[src/rtl/sgi_pkg.sv]
// sgi_pkg: widths, codes, transaction and pipeline stage types of the segment intersection unit
// no dependencies; imported by sgi_front, sgi_div_step and segment_intersection_unit
package sgi_pkg;

   localparam int CW  = 16;          // coordinate width
   localparam int FB  = 8;           // fraction bits of the result
   localparam int QW  = CW + FB;     // result field width, also quotient bits
   localparam int DW  = CW + 1;      // coordinate difference
   localparam int PW  = 2 * CW;      // coordinate product
   localparam int CPW = 2 * DW;      // difference product
   localparam int C1W = PW + 1;      // line constant
   localparam int XPW = C1W + DW;    // numerator partial product
   localparam int XW  = XPW + 1;     // numerator
   localparam int ZW  = CPW + 1;     // denominator
   localparam int NW  = XW + FB;     // scaled numerator magnitude

   typedef enum logic [1:0] {
      KIND_NONE    = 2'd0,
      KIND_POINT   = 2'd1,
      KIND_SEGMENT = 2'd2
   } kind_type;

   typedef logic signed [CW-1:0]  coord_type;
   typedef logic signed [QW-1:0]  fix_type;
   typedef logic signed [DW-1:0]  diff_type;
   typedef logic signed [PW-1:0]  prod_type;
   typedef logic signed [CPW-1:0] cross_type;
   typedef logic signed [C1W-1:0] line_type;
   typedef logic signed [XPW-1:0] xprod_type;
   typedef logic signed [XW-1:0]  wide_type;
   typedef logic signed [ZW-1:0]  den_type;

   typedef struct packed {
      coord_type ax;
      coord_type ay;
      coord_type bx;
      coord_type by;
      coord_type cx;
      coord_type cy;
      coord_type dx;
      coord_type dy;
   } req_type;

   typedef struct packed {
      kind_type kind;
      fix_type  first_x;
      fix_type  first_y;
      fix_type  second_x;
      fix_type  second_y;
   } rsp_type;

   typedef struct packed {
      coord_type x;
      coord_type y;
   } pt_type;

   typedef struct packed {
      coord_type xlo1;
      coord_type xhi1;
      coord_type ylo1;
      coord_type yhi1;
      coord_type xlo2;
      coord_type xhi2;
      coord_type ylo2;
      coord_type yhi2;
   } box_type;

   typedef struct packed {
      diff_type  d1x;
      diff_type  d1y;
      diff_type  d2x;
      diff_type  d2y;
      prod_type  p1;
      prod_type  p2;
      prod_type  p3;
      prod_type  p4;
      diff_type  e_bax;
      diff_type  e_bay;
      diff_type  e_cax;
      diff_type  e_cay;
      diff_type  e_dax;
      diff_type  e_day;
      diff_type  e_dcx;
      diff_type  e_dcy;
      diff_type  e_acx;
      diff_type  e_acy;
      diff_type  e_bcx;
      diff_type  e_bcy;
      box_type   box;
      pt_type    amin;
      pt_type    amax;
      pt_type    cmin;
      pt_type    cmax;
   } s1_type;

   typedef struct packed {
      diff_type  d1x;
      diff_type  d1y;
      diff_type  d2x;
      diff_type  d2y;
      line_type  c1;
      line_type  c2;
      cross_type zp1;
      cross_type zp2;
      cross_type k1a;
      cross_type k1b;
      cross_type k2a;
      cross_type k2b;
      cross_type k3a;
      cross_type k3b;
      cross_type k4a;
      cross_type k4b;
      box_type   box;
      pt_type    lo;
      pt_type    hi;
   } s2_type;

   typedef struct packed {
      xprod_type xa;
      xprod_type xb;
      xprod_type ya;
      xprod_type yb;
      den_type   z;
      logic      coll;
      logic      rel_lt;
      logic      rel_eq;
      box_type   box;
      pt_type    lo;
      pt_type    hi;
   } s3_type;

   typedef struct packed {
      wide_type x;
      wide_type y;
      den_type  z;
      logic     zzero;
      kind_type col_kind;
      box_type  box;
      pt_type   lo;
      pt_type   hi;
   } s4_type;

   typedef struct packed {
      wide_type x;
      wide_type y;
      den_type  z;
      logic     zzero;
      kind_type col_kind;
      box_type  box;
      pt_type   lo;
      pt_type   hi;
   } s5_type;

   typedef struct packed {
      wide_type x;
      wide_type y;
      den_type  z;
      logic     zzero;
      kind_type col_kind;
      wide_type bx1lo;
      wide_type bx1hi;
      wide_type by1lo;
      wide_type by1hi;
      wide_type bx2lo;
      wide_type bx2hi;
      wide_type by2lo;
      wide_type by2hi;
      pt_type   lo;
      pt_type   hi;
   } s6_type;

   typedef struct packed {
      kind_type kind;
      logic     pt;
      pt_type   lo;
      pt_type   hi;
   } side_type;

   typedef struct packed {
      logic [ZW-1:0] rx;
      logic [ZW-1:0] ry;
      logic [QW-1:0] nx;
      logic [QW-1:0] ny;
      logic [QW-1:0] qx;
      logic [QW-1:0] qy;
      logic          negx;
      logic          negy;
      logic [ZW-1:0] z;
      side_type      side;
   } div_type;

   // lexicographic order, x first then y
   function automatic logic pt_lt(pt_type p, pt_type q);
      return ($signed(p.x) < $signed(q.x)) ||
             (($signed(p.x) == $signed(q.x)) && ($signed(p.y) < $signed(q.y)));
   endfunction

   function automatic diff_type sub_c(coord_type a, coord_type b);
      return DW'(a) - DW'(b);
   endfunction

   function automatic coord_type min_c(coord_type a, coord_type b);
      return ($signed(a) < $signed(b)) ? a : b;
   endfunction

   function automatic coord_type max_c(coord_type a, coord_type b);
      return ($signed(a) < $signed(b)) ? b : a;
   endfunction

endpackage

[src/rtl/sgi_div_step.sv]
// sgi_div_step: one restoring division step for both coordinates, one quotient bit each
// depends on sgi_pkg
module sgi_div_step (
   input  logic             clock,
   input  logic             reset,
   input  logic             in_valid,
   output logic             in_ready,
   input  sgi_pkg::div_type in_data,
   output logic             out_valid,
   input  logic             out_ready,
   output sgi_pkg::div_type out_data
);
   import sgi_pkg::*;

   div_type       step_in, step_ff;
   logic          valid_ff;
   logic [ZW:0]   tx, ty, zz;
   logic          gex, gey;

   always_comb begin
      zz  = {1'b0, in_data.z};
      tx  = {in_data.rx, in_data.nx[QW-1]};
      ty  = {in_data.ry, in_data.ny[QW-1]};
      gex = (tx >= zz);
      gey = (ty >= zz);
      step_in    = in_data;
      step_in.rx = gex ? ZW'(tx - zz) : tx[ZW-1:0];
      step_in.ry = gey ? ZW'(ty - zz) : ty[ZW-1:0];
      step_in.nx = {in_data.nx[QW-2:0], 1'b0};
      step_in.ny = {in_data.ny[QW-2:0], 1'b0};
      step_in.qx = {in_data.qx[QW-2:0], gex};
      step_in.qy = {in_data.qy[QW-2:0], gey};
   end

   assign in_ready = !valid_ff || out_ready;

   always_ff @(posedge clock) begin
      if (reset) begin
         valid_ff <= 1'b0;
      end else if (in_ready) begin
         valid_ff <= in_valid;
      end
   end

   always_ff @(posedge clock) begin
      if (in_ready && in_valid) step_ff <= step_in;
   end

   assign out_valid = valid_ff;
   assign out_data  = step_ff;

endmodule
[config.mk]
export PLATFORM = sky130hd
export DESIGN_NAME = sgi_div_step
export DESIGN_NICKNAME = d
export VERILOG_FILES = /design/src/rtl/sgi_pkg.sv /design/src/rtl/sgi_div_step.sv
export SDC_FILE = /design/constraint.sdc
export NUM_CORES = 1
export LEC_CHECK = 0
export BUFFER_PORTS_ARGS = -buffer_cell sky130_fd_sc_hd__buf_2
export CAP_MARGIN = 20
export CORE_AREA = 4 4 211 213
export CTS_CLUSTER_DIAMETER = 120
export DETAILED_ROUTE_END_ITERATION = 8
export DIE_AREA = 0 0 215 217
export GPL_TIMING_DRIVEN = 0
export SYNTH_ARGS = -nofsm -noshare
export SYNTH_HDL_FRONTEND = slang
export SYNTH_SLANG_ARGS = --single-unit
[constraint.sdc]
create_clock -name clock -period 22.9 [get_ports clock]
set_input_delay 4.58 -clock clock [delete_from_list [all_inputs] [get_ports clock]]
set_output_delay 4.58 -clock clock [all_outputs]
set_load 0.01 [all_outputs]
* Word-level counts from Yosys, hierarchy flattened
Index checks and enable logic that the tools add are counted.
Operators by class: reduce and logical (&&, ||, !) cells 3, bitwise operators 0, muxes and demuxes 2, $mul 0, equal/unequal tests 0, add/subtract/negate cells 2, shift operators 0, div/mod/pow operators 0, order comparisons 2
Operators with widths (count):
- greater-or-equal comparator 36 x 35 -> 1 bit | 2
- 2-to-1 mux 35 bit | 2
- subtractor 35 bit | 2
- logical AND 1 bit | 1
- logical NOT 1 bit | 1
- logical OR 1 bit | 1
Storage, ports and cells: memories 0, ROM bits 0, output and inout bits 272, bits in latches 0, RAM bits 0, register bits 269

* Logic depth before layout (Yosys ltp)
Gate-level depths: netlist (run 1).
depth after elaboration 3, mapped depth 14, gate-level depth less buffers 12

* Worst setup path before layout (run 1)
OpenSTA, ideal clock, no wires.
path kind input to register, start input port out_ready, end register step_ff, in the netlist out_data[0], enable pin, arrival 10889 ps, cell stages on the path 2, setup slack 11347 ps, data required time 22236 ps, library setup time 664 ps, cells stage by stage nand2b_1 and2_1
On the way: word-level cells in the longest chain between the ends 2
RTL lines:
- from (decl) | line sgi_div_step.sv:10 | input logic out_ready,
- logical OR 1 bit | line sgi_div_step.sv:35 | assign in_ready = !valid_ff || out_ready;
- logical AND 1 bit | line sgi_div_step.sv:46 | if (in_ready && in_valid) step_ff <= step_in;
- to (signal assigned) | line sgi_div_step.sv:46
- to (decl) | line sgi_div_step.sv:15 | div_type step_in, step_ff;
Every way passes these cells. A chain may end at the register's enable or synchronous reset.

* Final worst setup path (run 1)
start input port out_ready, end output port in_ready
On the way: word-level cells in the longest chain between the ends 1
RTL lines:
- logical OR 1 bit | line sgi_div_step.sv:35
- to (decl) | line sgi_div_step.sv:7 | output logic in_ready,
Every way passes these cells.

==> results of run 1 <==
==> worst paths after layout <==
check	from	to	cells past startpoint
setup / recovery	out_ready	in_ready	3
hold / removal	out_valid	out_valid	2
hold reg to reg	out_valid	out_valid	2
setup reg to reg	out_valid	out_data[264]	4
==> power by group <==
| group | total (uW) | internal [uW] | switching, uW |
|---|---|---|---|
| logic | 272 | 114 | 158 |
| registers | 602 | 592 | 9.55 |
| clock network | 525 | 312 | 213 |
==> routing by layer <==
metal / up-vias / part of all wire / GRT usage
li1: 4817 / - / -
met1: 5065 / 0.36 / 0.229
met2: 407 / 0.52 / 0.388
met3: 95 / 0.085 / 0.0767
met4: 20 / 0.033 / 0.0674
met5: - / 0.0026 / 0
==> layout by cell type (no fill, tap or decap), types with 3 or more instances in the layout <==
master	netlist	layout
a31oi_1	17	17
xnor2_1	33	33
o21bai_1	9	9
clkbuf_16	0	35
o2111ai_1	3	3
o211ai_1	8	8
o21ai_0	64	64
buf_4	4	4
edfxtp_1	268	268
o21a_1	8	8
nand3_1	21	21
nor2b_1	9	9
nor2_1	28	28
clkinv_1	0	4
mux2_4	26	26
nand4_1	11	11
a21o_1	25	25
a221oi_1	3	3
xor2_1	26	26
diode_2	0	8
and2_1	8	7
and3_1	3	3
mux2_2	13	13
a21oi_1	75	75
ha_1	70	70
clkbuf_1	16	27
a211oi_1	3	3
buf_16	0	4
nand2b_1	6	6
nor3_1	9	9
o21ai_1	3	3
nand2_1	78	78
buf_2	6	547
o31ai_1	4	4
inv_1	55	55
==> flip-flops by register name, summed over array words and instances (netlist names) <==
name / count
out_valid: 1
out_data: 268
==> area by class of cell <==
class,count,area (um^2)
Timing Repair Buffer,545,2820
Tap cell,546,683
Clock buffer,48,945
Clock inverter,12,134
Fill cell,4091,25200
Multi-Input combinational cell,607,4430
Buffer,32,199
Inverter,56,210
Antenna cell,8,20.0
Sequential cell,269,8070
==> tightest hold or removal path: cells and delay by family (launching register included) <==
kind,cells,cell delay [ps]
flops,1,310
compound gates,1,70
simple gates,1,100
==> stage by stage <==
step                power, uW  cell area [um^2]
floorplan                 775             12900
global placement          891             16300
detailed placement        886             16400
CTS                      1420             17500
global route             1470             17500
finish                   1400             17500
==> cells in the mapped netlist (all sizes together), types with 3 or more instances <==
library cell / number / area share
a211oi: 3 / 0.0017
a21o: 25 / 0.015
a21oi: 76 / 0.030
a221oi: 3 / 0.0020
a31oi: 17 / 0.0082
and2: 9 / 0.0046
and3: 4 / 0.0020
buf: 15 / 0.010
clkbuf: 17 / 0.0050
edfxtp: 268 / 0.62
ha: 70 / 0.068
inv: 56 / 0.016
mux2: 39 / 0.042
nand2: 79 / 0.023
nand2b: 6 / 0.0029
nand3: 21 / 0.0081
nand4: 11 / 0.0053
nor2: 28 / 0.0081
nor2b: 9 / 0.0044
nor3: 10 / 0.0043
o2111ai: 4 / 0.0032
o211ai: 8 / 0.0047
o21a: 8 / 0.0047
o21ai: 68 / 0.027
o21bai: 9 / 0.0052
o311ai: 3 / 0.0020
o31ai: 5 / 0.0033
o41ai: 3 / 0.0035
xnor2: 33 / 0.022
xor2: 26 / 0.018
==> cell families after synthesis <==
logic type	count (synthesis)
other cells	1
flops	269
simple gates	190
mux	39
xor+xnor	59
compound gates	245
buf+inv	88
fa+ha+maj	72
==> flow_summary.ini, run 1 <==
[worst_setup_path]
required_ps = 18320
cp_num_buf_inv = 2
arrival_ps = 4990
critPathLaunchType = input pin
critPathKind = input pin to output port
r2r_slack_ps = 21030
cp_max_fo = 3
worst_path_largest_cell_delay_ps = 160
cp-end-kind = output port
path_cells = buf_2 > nand2b_1 > buf_2
cpMostUsedCell = buf_2
slowest_stage = nand2b_1
crit_family = buffers and inverters

[synth]
synth_seq_cells = 269
synthAdderAreaFrac = 0.0710
async_flop_share = 0
synth_cell_type_count = 68
syn_area_per_cell_um2 = 13.4
synth_edf_count = 268
syn_inst = 963
synth_warnings = 0
synth_mux_area_frac = 0.0416
syn_area_um2 = 12900
synth_xor_area_frac = 0.0401
synth_compound_area_frac = 0.119
synth_flop_cell = edfxtp_1
synth_top_family_by_area = compound AO/OA/AOI/OAI gates
ys_seq_area_frac = 0.625
yosys.area_share.simple = 0.0708

[die]
die_x_um = 215
start_util = 0.302
die_h_um = 217
die-area_um2 = 46700
core_um2 = 42700
row_count = 76
ios = 546

[sta]
fin_crit_ps = 9570
max_freq_ghz = 0.105
finalClockSkew_ps = 12.3
min_period_over_period = 0.418
setup_slack_ps = 13330
max_slew_margin = 0.422
rsz0062_at_grt = no
fin_hold_ws_ps = 530
setup_viol = 0
tns_ps = 0
tightest_slew_ps = 857
slew_viol_final = 0
hold_viol = 0

[global_route]
grt_pass1_vias = 10401
antenna_found_initial = 23
overflow = 0
grtUsageTotal = 0.212
grt_pass1_wl_mm = 72.4
grt_max_degree = 73

[run]
maxCapViolations = 0

[power_and_ir_drop]
power_density_nw_per_um2 = 79.9
p_leak_uw = 0.00759
vdd_drop_max_mv = 0.0511

[clock_network]
clk_pin_slew_ps = 60
clk_latency_ps = 540
cts_htree_levels = 2
clockRootBuffer = clkbuf_16
cts_num_sinks = 269
postCtsResizedCells = 0
numCtsBuffers = 34
cts_tree = built
postCtsHoldBufs = 0
ctsLongestPathBuffers = 3
post_cts_buffers = 0

[placed_design]
hpwl_mm = 42.6
gp_congestion = 0.915
io_buffers = 541
dp.cells = 2055
post-place-ws_ps = 13340

[route]
drt-vias-per-instance = 4.90
finalWirelength_mm = 51.8
drc = 0
first_pass_iters = 5
vias = 10404
detail_route.wl_per_cell_um = 24.4
drtAntennaViolNets = 0
drt_iter0_markers = 603

[outcome]
status = finished, final reports clean

[final_layout]
finalNonFillerCells = 2123
post-route-util = 0.410
area_growth_pct = 35.7
final_nets = 1891
layout-drive-gt1-share = 0.421

[worst_hold_path]
hp-class = register to register
(Power assumes the default switching activity.)
==> run 2, diff against run 1 <==
- CORE_AREA: 4 4 211 213 -> 4 4 210 212
- DIE_AREA: 0 0 215 217 -> 0 0 214 216
- clock period: 22.9 -> 7.68 ns (I/O delays scaled with it)
==> run 2 against run 1 <==
Against the previous run: core utilization is 0.91 points higher; worst hold slack better by 11 ps; via count is 0.33% higher; combinational power grew to 3.0 times the previous value; global-route usage is 0.38 points higher; setup slack worse by 11000 ps; critical path depth is 10 higher; highest routed layer unchanged.
==> flow_summary.ini, run 2 (same netlist as run 1, synthesis figures left out) <==
[final_layout]
layout_common_cells = buf_2 (547), edfxtp_1 (268), nand2_1 (78)
area_growth_pct = 36.3
layout-drive-gt1-share = 0.424
nFillCells = 3995
post-route-util = 0.419
layout_commonest_cell = buf_2
largest_reg_flops = 268
final_nets = 1892

[global_route]
grt_pass1_wl_mm = 73.3
grt_pass1_vias = 10587
grt_max_degree = 73
antenna_found_initial = 27
overflow = 0
grtUsageTotal = 0.216

[power_and_ir_drop]
vdd_drop_max_mv = 0.140
p_leak_uw = 0.00763
power_density_nw_per_um2 = 243
power.total_uw = 4270

[die]
die_x_um = 214
die-area_um2 = 46200
ios = 546
die_h_um = 216
start_util = 0.308
core_um2 = 41900
row_count = 75

[route]
first_pass_iters = 6
drt-vias-per-instance = 4.92
vias = 10438
finalWirelength_mm = 52.0
route.met3.wl_mm = 4.16
detail_route.wl_per_cell_um = 24.5
routed.top_layer = met5
drt_iter0_markers = 568
wl_met2_mm = 26.9
met1_length_mm = 19.4
drtAntennaViolNets = 0
drc = 0

[clock_network]
ctsLongestPathBuffers = 3
cts_num_sinks = 269
postCtsHoldBufs = 0
numCtsBuffers = 35
clk_latency_ps = 540
clockRootBuffer = clkbuf_16
cts_htree_levels = 2
post_cts_buffers = 0
clk_pin_slew_ps = 60
cts_tree = built
postCtsResizedCells = 0

[sta]
hold_viol = 0
rsz0062_at_grt = no
max_freq_ghz = 0.206
tightest_slew_ps = 853
finalClockSkew_ps = 9.25
tns_ps = 0
max_slew_margin = 0.424
slew_viol_final = 0
min_period_over_period = 0.633
fin_crit_ps = 4860
fin_hold_ws_ps = 541
setup_viol = 0

[worst_setup_path]
critPathKind = input pin to register
cp-end-kind = register
critPathLaunchType = input pin
reg2reg_depth = 4
cp_max_fo = 10
r2r_slack_ps = 5600
reg2reg_from = out_valid
r2r_end = out_data[60]
arrival_ps = 5110
required_ps = 7930

[worst_hold_path]
hold-path-endpoint = out_valid
holdPathStages = 2
min-delay-start = out_valid
hp-class = register to register

[outcome]
status = finished, final reports clean

[placed_design]
gp_congestion = 0.910
hpwl_mm = 42.7
io_buffers = 541

[run]
maxCapViolations = 0
-- run 2: layout make-up --
class | instances | area, um^2 | share of cell area
multi-input cells | 607 | 4430 | 0.252
plain buffers | 32 | 199 | 0.0113
well taps | 539 | 674 | 0.0384
clock buffers | 41 | 920 | 0.0523
diodes | 10 | 25.0 | 0.00142
repair buffers | 545 | 2810 | 0.160
inverters | 56 | 210 | 0.0120
clock inverters | 21 | 243 | 0.0138
flip-flops and latches | 269 | 8070 | 0.459
-- run 2: where the power goes --
group	switching [uW]	leakage (uW)	internal [uW]	total, uW
logic	471	0.00447	340	811
registers	29.0	0.00260	1770	1790
clock network	641	0.000566	1030	1670
total	1140	0.00763	3130	4270
-- run 2: metrics by stage --
| step | cells | setup slack, ps | instance area, um^2 |
|---|---|---|---|
| after global routing | 2110 | 2540 | 17600 |
| after detailed placement | 2048 | 2170 | 16400 |
| final | 2120 | 2820 | 17600 |
| after floorplan | 964 | 2200 | 12900 |
| after global placement | 2044 | 698 | 16300 |
| after CTS | 2110 | 2730 | 17600 |
-- run 2: routing by layer --
metal	global-route usage	up-vias
li1	-	4811
met1	0.237	5123
met2	0.396	410
met3	0.0776	82
met4	0.0603	12
met5	0	-
-- run 2: worst max path at each step --
stage | start | end | slack (ps) | cells after the start
4_1_cts | in_data[69] | out_data[232] | 2730 | 13
6_report | in_data[69] | out_data[232] | 2820 | 13
2_1_floorplan | out_ready | out_data[0] | 2200 | 2
3_5_place_dp | in_data[69] | out_data[232] | 2170 | 13
5_1_grt | in_data[69] | out_data[232] | 2540 | 13
3_3_place_gp | out_ready | out_data[97] | 700 | 3
-- run 2: critical path, stage by stage --
cell and delay (ps):
buf_2 90, inv_1 60, ha_1 380, nor2b_1 180, o31a_1 280, o31ai_1 410
nand3_1 170, a31oi_1 510, a31oi_1 160, nor2_1 350, buf_2 400, buf_2 370
o21ai_0 190
